**src/hdl/cklu_pkg.sv**
```systemverilog
// Package for the compacting key list unit: command and status codes.
// Used by the top level and by its checker; depends on nothing else.
package cklu_pkg;

   // Command codes carried in req_tuser.
   localparam logic [1:0] ACT_INSERT = 2'd0;
   localparam logic [1:0] ACT_REMOVE = 2'd1;
   localparam logic [1:0] ACT_CLEAR  = 2'd2;

   // Status codes returned in the low bits of rsp_tdata.
   localparam logic [2:0] ST_INSERTED  = 3'd0;
   localparam logic [2:0] ST_FULL      = 3'd1;
   localparam logic [2:0] ST_REMOVED   = 3'd2;
   localparam logic [2:0] ST_NOT_FOUND = 3'd3;
   localparam logic [2:0] ST_CLEARED   = 3'd4;

   localparam int STATUS_BITS = 3;
   localparam int COUNT_BITS  = 5;

endpackage

```
**src/hdl/compacting_key_list_unit.sv**
```systemverilog
// Compacting key list: insert, remove-and-compact and clear over a slot memory; uses cklu_pkg.
// Insert, clear, an unused command and a remove that needs no scan go from S_IDLE to S_FINISH;
// a scanning remove first reads each occupied slot, then compares it or moves it down. S_FINISH
// loads the result register, waiting while a stalled result occupies it, and returns to S_IDLE.
// Reset (synchronous, active high) empties the list by clearing the fill count, not the slots;
// it also returns the sequencer to S_IDLE and clears the result valid.
module compacting_key_list_unit
   import cklu_pkg::*;
#(
   parameter int CAPACITY = 16,
   parameter int KEY_BITS = 64
) (
   input  logic        clock,
   input  logic        reset,
   // Command channel.
   input  logic        req_tvalid,
   output logic        req_tready,
   input  logic [63:0] req_tdata,   // [63:0] key
   input  logic [1:0]  req_tuser,   // [1:0] action
   // Result channel.
   output logic        rsp_tvalid,
   input  logic        rsp_tready,
   output logic [7:0]  rsp_tdata    // [2:0] status, [7:3] entry_count
);

   localparam int IDX_W = (CAPACITY > 1) ? $clog2(CAPACITY) : 1;
   localparam int CNT_W = $clog2(CAPACITY + 1);
   localparam logic [CNT_W-1:0] CAP_COUNT = CNT_W'(CAPACITY);

   // Sequencer states, one-hot.
   typedef enum logic [5:0] {
      S_IDLE     = 6'b000001,
      S_SRCH_RD  = 6'b000010,
      S_SRCH_CMP = 6'b000100,
      S_SHIFT_RD = 6'b001000,
      S_SHIFT_WR = 6'b010000,
      S_FINISH   = 6'b100000
   } state_type;

   state_type               state_ff, state_in;
   logic [CNT_W-1:0]        count_ff, count_in;
   logic [IDX_W-1:0]        ptr_ff, ptr_in;
   logic [KEY_BITS-1:0]     key_ff, key_in;
   logic [STATUS_BITS-1:0]  status_ff, status_in;
   logic                    rsp_valid_ff, rsp_valid_in;
   logic [7:0]              rsp_data_ff, rsp_data_in;

   // Slot memory: one write port, one registered read port. Slots at or
   // above the fill count are empty by definition and are never read.
   logic [KEY_BITS-1:0]     slot_mem [CAPACITY];
   logic [KEY_BITS-1:0]     rd_data_ff;
   logic                    mem_we;
   logic [IDX_W-1:0]        mem_waddr;
   logic [KEY_BITS-1:0]     mem_wdata;
   logic [IDX_W-1:0]        mem_raddr;

   logic                    req_fire;
   logic [KEY_BITS-1:0]     req_key;
   logic [IDX_W-1:0]        ptr_next;
   logic [CNT_W-1:0]        count_last;
   logic                    rsp_load_ok;
   logic [CNT_W+COUNT_BITS-1:0] count_wide;

   // One command is processed at a time; req_tready is high only while the
   // sequencer is idle, and a new command may be taken while the previous
   // result still waits in the output register.
   assign req_tready  = (state_ff == S_IDLE);
   assign req_fire    = req_tvalid && req_tready;
   assign req_key     = req_tdata[KEY_BITS-1:0];
   assign ptr_next    = ptr_ff + IDX_W'(1);
   assign count_last  = count_ff - CNT_W'(1);
   assign rsp_load_ok = !rsp_valid_ff || rsp_tready;

   // entry_count is the fill count masked to five bits.
   assign count_wide = {{COUNT_BITS{1'b0}}, count_ff};

   always_ff @(posedge clock) begin
      if (mem_we) begin
         slot_mem[mem_waddr] <= mem_wdata;
      end
      rd_data_ff <= slot_mem[mem_raddr];
   end

   always_comb begin
      state_in     = state_ff;
      count_in     = count_ff;
      ptr_in       = ptr_ff;
      key_in       = key_ff;
      status_in    = status_ff;
      rsp_valid_in = rsp_valid_ff && !rsp_tready;
      rsp_data_in  = rsp_data_ff;
      mem_we       = 1'b0;
      mem_waddr    = ptr_ff;
      mem_wdata    = rd_data_ff;
      mem_raddr    = ptr_ff;

      unique case (state_ff)
         S_IDLE: begin
            if (req_fire) begin
               key_in   = req_key;
               ptr_in   = '0;
               state_in = S_FINISH;
               priority if (req_tuser == ACT_INSERT) begin
                  if (count_ff == CAP_COUNT) begin
                     status_in = ST_FULL;
                  end else begin
                     // The empty key leaves the list as it is.
                     mem_we    = 1'b1;
                     mem_waddr = count_ff[IDX_W-1:0];
                     mem_wdata = req_key;
                     if (req_key != '0) begin
                        count_in = count_ff + CNT_W'(1);
                     end
                     status_in = ST_INSERTED;
                  end
               end else if (req_tuser == ACT_REMOVE) begin
                  if (req_key == '0) begin
                     // The empty key matches the first empty slot, if any.
                     status_in = (count_ff == CAP_COUNT) ? ST_NOT_FOUND : ST_REMOVED;
                  end else if (count_ff == '0) begin
                     status_in = ST_NOT_FOUND;
                  end else begin
                     state_in = S_SRCH_RD;
                  end
               end else if (req_tuser == ACT_CLEAR) begin
                  count_in  = '0;
                  status_in = ST_CLEARED;
               end else begin
                  status_in = ST_NOT_FOUND;
               end
            end
         end
         S_SRCH_RD: begin
            mem_raddr = ptr_ff;
            state_in  = S_SRCH_CMP;
         end
         S_SRCH_CMP: begin
            if (rd_data_ff == key_ff) begin
               if (CNT_W'(ptr_ff) == count_last) begin
                  // Match in the last occupied slot: nothing to move.
                  count_in  = count_last;
                  status_in = ST_REMOVED;
                  state_in  = S_FINISH;
               end else begin
                  state_in = S_SHIFT_RD;
               end
            end else if (CNT_W'(ptr_ff) == count_last) begin
               status_in = ST_NOT_FOUND;
               state_in  = S_FINISH;
            end else begin
               ptr_in   = ptr_next;
               state_in = S_SRCH_RD;
            end
         end
         S_SHIFT_RD: begin
            mem_raddr = ptr_next;
            state_in  = S_SHIFT_WR;
         end
         S_SHIFT_WR: begin
            mem_we    = 1'b1;
            mem_waddr = ptr_ff;
            mem_wdata = rd_data_ff;
            if (CNT_W'(ptr_next) == count_last) begin
               count_in  = count_last;
               status_in = ST_REMOVED;
               state_in  = S_FINISH;
            end else begin
               ptr_in   = ptr_next;
               state_in = S_SHIFT_RD;
            end
         end
         S_FINISH: begin
            if (rsp_load_ok) begin
               rsp_valid_in = 1'b1;
               rsp_data_in  = {count_wide[COUNT_BITS-1:0], status_ff};
               state_in     = S_IDLE;
            end
         end
         default: begin
            state_in = S_IDLE;
         end
      endcase
   end

   always_ff @(posedge clock) begin
      if (reset) begin
         state_ff     <= S_IDLE;
         count_ff     <= '0;
         rsp_valid_ff <= 1'b0;
      end else begin
         state_ff     <= state_in;
         count_ff     <= count_in;
         rsp_valid_ff <= rsp_valid_in;
      end
      ptr_ff      <= ptr_in;
      key_ff      <= key_in;
      status_ff   <= status_in;
      rsp_data_ff <= rsp_data_in;
   end

   assign rsp_tvalid = rsp_valid_ff;
   assign rsp_tdata  = rsp_data_ff;

endmodule

```
**config.mk**
```make
export PLATFORM = sky130hd
export DESIGN_NAME = compacting_key_list_unit
export DESIGN_NICKNAME = d
export VERILOG_FILES = /design/src/hdl/cklu_pkg.sv /design/src/hdl/compacting_key_list_unit.sv
export SDC_FILE = /design/constraint.sdc
export NUM_CORES = 1
export LEC_CHECK = 0
export BUFFER_PORTS_ARGS = -buffer_cell sky130_fd_sc_hd__buf_2
export CAP_MARGIN = 20
export CORE_ASPECT_RATIO = 1.4
export CORE_MARGIN = 2
export CORE_UTILIZATION = 62
export DETAILED_ROUTE_END_ITERATION = 7
export PLACE_DENSITY_LB_ADDON = 0.1
export SYNTH_ARGS = -nofsm -noshare
export SYNTH_HDL_FRONTEND = slang
export SYNTH_SLANG_ARGS = --single-unit
```
**constraint.sdc**
```tcl
create_clock -name clock -period 6.3 [get_ports clock]
set_input_delay 0.315 -clock clock [delete_from_list [all_inputs] [get_ports clock]]
set_output_delay 0.315 -clock clock [all_outputs]
set_load 0.01 [all_outputs]
```
[Yosys cells after proc, flatten, opt, wreduce, memory -nomap -nowiden]
Memory sizes are Yosys's and may differ from the RTL's. A register that Yosys moved wholly into a read port is not among the register bits.
Cells that the tools add are included.
Cells by class
  $add $sub $neg: 3
  eq/ne operators: 25
  mux-type cells: 56
  reduce and logical (&&, ||, !) cells: 16
Operators by type and width (number)
  $mux 64: 4
  $eq 64x64->1: 1
  $logic_not 64->1: 1
  $reduce_bool 64->1: 1
  $mux 6: 10
  $mux 5: 9
  $mux 4: 9
  $pmux 6 s6: 1
  $mux 3: 10
  $pmux 5 s3: 1
  $ne 2x2->1 const B: 7
  $pmux 4 s3: 1
  $eq 4x5->1: 2
  $reduce_and 5->1: 2
  $mux 1: 9
  $pmux 3 s3: 1
  $reduce_and 9->1: 1
  $eq 6x1->1 const B: 1
  $eq 6x2->1 const B: 1
  $eq 6x3->1 const B: 1
  $eq 6x4->1 const B: 1
  $eq 6x5->1 const B: 1
  $eq 6x6->1 const B: 1
  $ne 3x3->1 const B: 2
  other kinds (18): 22
Storage, ports and cells
  flip-flop bits (word level): 91
  RAM bits: 1024
  input bits: 70
  output and inout port bits: 10
  memories: 1
Memories
  slot_mem: words 16, width 64, read ports 1, clocked after Yosys merged registers in 1, write ports 1, RTL line compacting_key_list_unit.sv:50  | logic [KEY_BITS-1:0] slot_mem [CAPACITY];

[Logic depth before layout (Yosys ltp)]
Gate-level depths: netlist of the first run.
  word-level depth: 7
  mapped depth: 10
  gate-level depth less buffers: 9

[Worst setup path after synthesis of the first run]
OpenSTA, ideal clock, no wires.
  path type: flip-flop to flip-flop
  from: register count_ff[0]
  to: memory slot_mem[5][0], enable pin
  data arrival time: 4.736 ns
  required time: 5.813 ns
  slack: 1.078 ns
  stages on the path, launching flop included: 11
  clock period less this slack: 5.222 ns
  cell sequence: dfxtp_1 buf_2 inv_1 ha_1 nor3b_1 and2_1 nor4_1 buf_2 buf_2 a21oi_1 nor2_1
Between the ends
  word-level cells in the longest chain between the ends: 7
RTL lines
  start: declaration: RTL line compacting_key_list_unit.sv:41  | logic [CNT_W-1:0] count_ff, count_in;
  start signal: assignment: RTL line compacting_key_list_unit.sv:192  | count_ff <= count_in;
  $eq 5x5->1: RTL line compacting_key_list_unit.sv:104  | if (count_ff == CAP_COUNT) begin
  $mux 1: RTL line compacting_key_list_unit.sv:104
  $mux 1: RTL line compacting_key_list_unit.sv:103  | priority if (req_tuser == ACT_INSERT) begin
  $mux 1: RTL line compacting_key_list_unit.sv:99  | if (req_fire) begin
  $pmux 1 s2: RTL line compacting_key_list_unit.sv:97  | unique case (state_ff)
  $mux 1: RTL line compacting_key_list_unit.sv:78  | if (mem_we) begin
  $mux 1 (implied by the code): RTL line compacting_key_list_unit.sv:79  | slot_mem[mem_waddr] <= mem_wdata;
  end: declaration: RTL line compacting_key_list_unit.sv:50
Several ways; a longest one is shown, not always the timed one.

[Worst setup path in the final report of the first run]
  from: register count_ff[0]
  to: memory slot_mem[9][2], enable pin
The elaborated chain is that of the path after synthesis.

==> results.cfg, run 1 <==
[run_status]
status = finished clean

[die]
io_pins = 80
coreArea_um2 = 71700
rows = 116
dieArea_um2 = 74800
fp.dieH_um = 322.8
fp.dieW_um = 231.7
start_util_pct = 62.78

[critical_path]
cp_cell_sequence = inv_1 -> ha_1 -> nor3b_1 -> and2_1 -> nor4_2 -> buf_4 -> a32oi_1 -> nor2_4 -> buf_4
worstSetupPathType = flip-flop to flip-flop
r2r_cells = 9
worstSetupStartpointType = flip-flop
cp_common_cell = buf_4
r2r_end = slot_mem[9][2]
worstPathRequired_ns = 6.67
regToRegSetupSlack_ns = 2.01
cp_max_fo = 25
worstPathArrival_ns = 4.66
cp_num_buf_inv = 3
cp-end-kind = flip-flop
crit_slowest_cell = nor2_4
crit_family = simple AND/OR/NAND/NOR gates
r2r-start = count_ff[0]
cpPeakStageDelay_ns = 0.92

[yosys]
async_flop_share_pct = 0
synth.avg_cell_area_um2 = 23.36
syn_area_um2 = 45010
ys_types = 57
ys_ff_latch = 1179
syn_nets = 2000
synth-edff-count = 1103
synthFlopType = edfxtp_1
synth_cells = 1927
yosysWarnings = 0
synth_seq_area_share_pct = 76.97

[worst_hold_path]
min_path_type = input port to flip-flop
hp-start = req_tdata[22]
worstHoldEndpoint = key_ff[22]
hold_depth = 1

[layout]
diodes = 0
finish.utilization_pct = 71.05
drive_gt1_share_pct = 31.64
synthToLayoutAreaGrowth_pct = 13.18
final_cell_mix = edfxtp_1 (1,103), mux4_2 (320), clkbuf_16 (104)
stdcell_count = 3166
fin_nets = 2209
final_common_cell = edfxtp_1

[global_routing]
track_usage_pct = 27.93
grt_antenna_before_repair = 0
grt_pass1_vias = 21670
grt_pass1_wl_um = 147600
grt_overflow_total = 0
grt_max_degree = 126

[pwr]
power_density_nw_per_um2 = 321.8
p_total_mw = 16.39
ir_worst_vdd_uv = 308.6
p_leak_nw = 16.22

[sta]
slew_headroom_pct = 28.79
setup_tns_ns = 0
fmax_mhz = 232.9
rsz0062_at_grt = no
period_share_pct = 68.14
worstMarginPinSlew_ns = 1.058
final-setup-viol-count = 0
skew_ns = 0.01777
hold-worst-slack_ns = 0.04094
hold_viol_final = 0
report.final.slew_viol_count = 0
min_period_ns = 4.293

[place]
port_buffers = 79
dp_cells = 2908
dpl.hpwl_um = 55030
place_congestion = 0.8015

[route]
postRouteAntennaNets = 0
routed-via-count = 21110
wl_um = 100700
drt-initial-drc-count = 2258
drcViolationCount = 0
viasPerCell = 6.668
dr.pass1.iters = 5
wire_per_inst_um = 31.82

[clock_tree]
clockRootBuffer = clkbuf_16
numCtsBuffers = 104
clock-sinks = 1179
clock_latency_ns = 0.69
cts_buffer_depth = 3
post_cts_buffers = 0
cts_tree = done
htreeDepth = 3
path_clk_slew_ns = 0.07

[job]
max_cap_viol_count = 0
==> per-stage QoR <==
step                      area (um2)  setup slack [ns]
final                          50940             2.007
after global placement         46800             2.190
after detailed placement       46800             2.080
after CTS                      50940             2.043
after floorplan                45010             1.078
after global routing           50940             1.859
==> area by class of cell <==
cell class              count  area [um2]
flip-flops and latches   1179       34640
clock inverters            66       726.9
inverters                   9       35.03
fillers                  4246       20750
well taps                 944        1181
repair buffers            191        1624
multi-input cells         651        9978
clock buffers             126        2755
==> synth_stat cells (all sizes together) (3+ instances only) <==
library cell,count,area (um2)
xnor2,10,113.9
nor4,38,252.7
edfxtp,1103,33120
nand3,7,35.03
ha,3,37.54
mux4,320,7207
xor2,70,613.1
nand2,12,52.55
or3,3,18.77
nand2b,3,18.77
nor3b,3,22.52
o21ai,7,38.79
a31oi,3,18.77
a32oi,3,26.28
clkbuf,17,82.58
and2,3,18.77
mux2,64,720.7
dfxtp,76,1521
a21oi,12,60.06
mux2i,3,30.03
nor2,39,146.4
buf,71,435.4
inv,8,30.03
nand4,11,68.82
nor3,8,40.04
nor4b,3,41.29
==> worst max path at each step <==
stage,from,to,slack [ns],cells after the start
after floorplan,count_ff[0],slot_mem[5][0],1.08,10
after global placement,count_ff[0],slot_mem[6][16],2.19,10
after detailed placement,count_ff[0],slot_mem[9][63],2.08,9
after CTS,count_ff[0],slot_mem[6][32],2.04,10
after global routing,count_ff[0],slot_mem[9][2],1.86,9
final,count_ff[0],slot_mem[9][2],2.01,9
==> registers in the layout (all words and copies together) (netlist names) <==
name	count
ptr_ff	4
rsp_tvalid	1
state_ff	6
status_ff	3
rd_data_ff	64
rsp_tdata	8
slot_mem	1024
count_ff	5
key_ff	64
==> per-layer routing <==
layer | vias up | track usage (%) | share of wire [%]
li1 | 8605 | - | -
met1 | 11460 | 39.25 | 39
met2 | 903 | 46.61 | 52
met3 | 146 | 3.651 | 6.7
met4 | 0 | 8.661 | 2.5
met5 | - | 0 | 0
==> kinds of logic after synthesis <==
group / synth area share [%]
AOI/OAI and AO/OA: 0.6255
xor gates and xnor gates: 1.665
adders and majority gates: 0.08340
buffers and inverters: 1.226
DFF: 76.97
muxes: 17.68
and+or+nand+nor: 1.751
==> power breakdown <==
| part | leakage (nW) | internal (mW) | switching (mW) |
|---|---|---|---|
| Combinational | 3.93 | 0.398 | 0.633 |
| Sequential | 10.6 | 8.86 | 0.0657 |
| Clock | 1.70 | 3.66 | 2.78 |
==> worst reg2reg max path: cells and delay by family, from the launching register on <==
family / cells / cell delay (ns)
simple gates: 4 / 1.58
fa+ha+maj: 1 / 0.29
buf+inv: 3 / 1.05
compound gates: 1 / 0.45
flops: 1 / 0.60
==> what timing repair did <==
item	4_1_cts	5_1_grt
endpoints found under the hold margin	75	0
gates resized for setup	0	0
setup endpoints to repair	0	0
hold buffers	66	0
(Power assumes the default switching activity.)
==> run 2, diff against run 1 <==
--- a/config.mk
+++ b/config.mk
@@ -5,11 +5,12 @@
 export SDC_FILE = /design/constraint.sdc
 export NUM_CORES = 1
 export LEC_CHECK = 0
+export ABC_AREA = 1
 export BUFFER_PORTS_ARGS = -buffer_cell sky130_fd_sc_hd__buf_2
 export CAP_MARGIN = 20
 export CORE_ASPECT_RATIO = 1.4
 export CORE_MARGIN = 2
-export CORE_UTILIZATION = 62
+export CORE_UTILIZATION = 63
 export DETAILED_ROUTE_END_ITERATION = 7
 export PLACE_DENSITY_LB_ADDON = 0.1
 export SYNTH_ARGS = -nofsm -noshare
==> constraint.sdc (replaced) <==
create_clock -name clock -period 4.3 [get_ports clock]
set_input_delay 0.215 -clock clock [delete_from_list [all_inputs] [get_ports clock]]
set_output_delay 0.215 -clock clock [all_outputs]
set_load 0.01 [all_outputs]
==> run 2 against run 1 <==
Against the previous run:
- hold slack gained 0.20 ns
- synthesized area up 9.1%
- clock skew is 0.0065 ns higher
- non-clock buffer count grew 81
- fmax grew 24%
- clock power up 53%
- count of clock-buffer cells in the layout up 20
- cell area is 8.6% higher
==> results.cfg, run 2 <==
[route]
drcViolationCount = 0
wire_per_inst_um = 21.40
routed-via-count = 31530
dr.pass1.iters = 5
wl_um = 117200
viasPerCell = 5.756
drt-initial-drc-count = 2715
postRouteAntennaNets = 0

[die]
fp.dieH_um = 334.3
start_util_pct = 63.33
io_pins = 80
rows = 121
fp.dieW_um = 239.9
coreArea_um2 = 77510
dieArea_um2 = 80200

[clock_tree]
post_cts_buffers = 0
cts_tree = done
cts_hold_buf = 71
numCtsBuffers = 106
clock-sinks = 1179
path_clk_slew_ns = 0.06
clockRootBuffer = clkbuf_16
htreeDepth = 3
cts_buffer_depth = 3
ctsResizeCount = 0
clock_latency_ns = 0.70

[critical_path]
cp-end-kind = flip-flop
worstPathRequired_ns = 4.67
cpPeakStageDelay_ns = 0.74
worstSetupPathType = flip-flop to flip-flop
worstSetupStartpointType = flip-flop
worstPathArrival_ns = 3.83
cp_max_fo = 27
cp_cell_sequence = inv_1 -> ha_1 -> nand3_2 -> nand3_4 -> o21ai_1 -> nand3_1 -> nor2_4 -> buf_12
crit_slowest_cell = nor2_4

[sta]
fmax_mhz = 288.6
min_period_ns = 3.465
rsz0062_at_grt = no
slew_headroom_pct = 25.02
hold_viol_final = 0
worstMarginPinSlew_ns = 1.125
skew_ns = 0.02424
final-setup-viol-count = 0
report.final.slew_viol_count = 0
period_share_pct = 80.59

[pwr]
power.share.clock_pct = 30.2
p_total_mw = 32.55
p_seq_share_pct = 46.5
comb_power_share_pct = 23.3
switching_share_pct = 30.62
power_density_nw_per_um2 = 588.1
ir_worst_vdd_uv = 475.6
p_leak_nw = 21.67
p_switching_mw = 9.967
internal_power_mw = 22.58

[yosys]
async_flop_share_pct = 0
synth_cells = 4186
synthTopCellsByArea = edfxtp_1 (67%), o211ai_1 (7.6%), nand2_1 (6.6%)
yosysWarnings = 0
synthFlopType = edfxtp_1
synth_common_cells = edfxtp_1 (1,103), nand2_1 (868), inv_1 (694), o211ai_1 (497), nand3_1 (408)
synth-edff-count = 1103
synth_top_area_cell = edfxtp_1
syn_nets = 4259
synth_top_area_share_pct = 67.47
ys_types = 30
ys_ff_latch = 1179
synth.avg_cell_area_um2 = 11.73
syn_area_um2 = 49090
synth_most_common_cell = edfxtp_1
synth_seq_area_share_pct = 70.57

[run_status]
status = finished clean

[place]
dp_cells = 5200
place_congestion = 0.8350
port_buffers = 79
dpl.hpwl_um = 62030

[job]
max_cap_viol_count = 0

[global_routing]
grt_pass1_wl_um = 175600
grt_max_degree = 178
grt_pass1_vias = 30160
grt_overflow_total = 0
track_usage_pct = 29.56
grt_antenna_before_repair = 0

[layout]
finish.utilization_pct = 71.40
synthToLayoutAreaGrowth_pct = 12.74
fin_nets = 4411
largest_register = slot_mem
fillers = 5404
stdcell_count = 5477
drive_gt1_share_pct = 9.093
largest_registers = slot_mem x1024, key_ff x64, rd_data_ff x64
final_cell_mix = edfxtp_1 (1,103), nand2_1 (868), inv_1 (693)
final_common_cell = edfxtp_1
diodes = 0
largest_reg_flops = 1024

[worst_hold_path]
min_path_type = input port to flip-flop
## run 2: cell count changes after synthesis, sizes merged, moves of 38 or more
cell	before	now
mux4	320	0
mux2	64	3
nand2	12	869
nor4	38	0
nor2	39	158
xor2	70	14
buf	71	191
o21ai	7	76
inv	8	700
o211ai	2	497
nand3	7	411
## run 2: worst paths after layout
path | slack (ns) | cells past startpoint | end | start
worst max-delay path | 0.83 | 8 | slot_mem[15][9] | count_ff[0]
worst min register to register | 0.42 | 0 | rsp_tdata[1] | status_ff[1]
worst min-delay path | 0.24 | 2 | key_ff[11] | req_tdata[11]
worst max register to register | 0.83 | 8 | slot_mem[15][9] | count_ff[0]
## run 2: critical path, delay by kind of cell, from the launching register on
kind            cells  cell delay (ns)
simple gates        4             1.47
flops               1             0.51
compound gates      1             0.36
fa+ha+maj           1             0.31
buf+inv             2             0.48
## run 2: per-stage QoR
stage          hold slack (ns)  area (um2)  worst slack, ns  setup TNS (ns)
2_1_floorplan           0.2841       49130          -0.2092         -199.37
3_3_place_gp            0.4010       50980           0.9970               0
3_5_place_dp            0.4045       50980           0.9015               0
4_1_cts                 0.2058       55310           0.8717               0
5_1_grt                 0.2484       55340           0.6118               0
6_report                0.2449       55340           0.8347               0
## run 2: cell type report
cell class              count  area [um2]  area share (%)
multi-input cells        2079       10740           19.40
clock inverters            56       700.7           1.266
well taps                1045        1308           2.362
clock buffers             146        2925           5.286
inverters                 700        2645           4.779
flip-flops and latches   1179       34640           62.60
repair buffers            272        2385           4.309
## run 2: metal layers
metal  vias up  share of wire, %  global-route usage [%]  wire (um)
met5         -                 0                       0          0
met4         0               3.7                   12.12       4355
met3       259               6.8                   3.326       7922
met2      1237                50                   49.81      58130
met1     15230                40                   39.47      46820
li1      14800                 -                       -          -
## run 2: cell families after synthesis
logic type / Yosys count / synth area share (%)
compound gates: 594 / 8.608
fa+ha+maj: 3 / 0.07647
flops: 1179 / 70.57
buf+inv: 928 / 7.886
mux: 3 / 0.06881
simple gates: 1461 / 12.47
xor+xnor: 18 / 0.3212
## run 2: power by group through the flow
stage	clock (mW)	combinational (mW)	sequential [mW]
6_report	9.83	7.59	15.1
3_3_place_gp	0	7.29	15.4
4_1_cts	9.93	7.53	15.1
5_1_grt	10.4	8.40	15.2
3_5_place_dp	0	7.44	15.4
2_1_floorplan	0	5.10	15.2
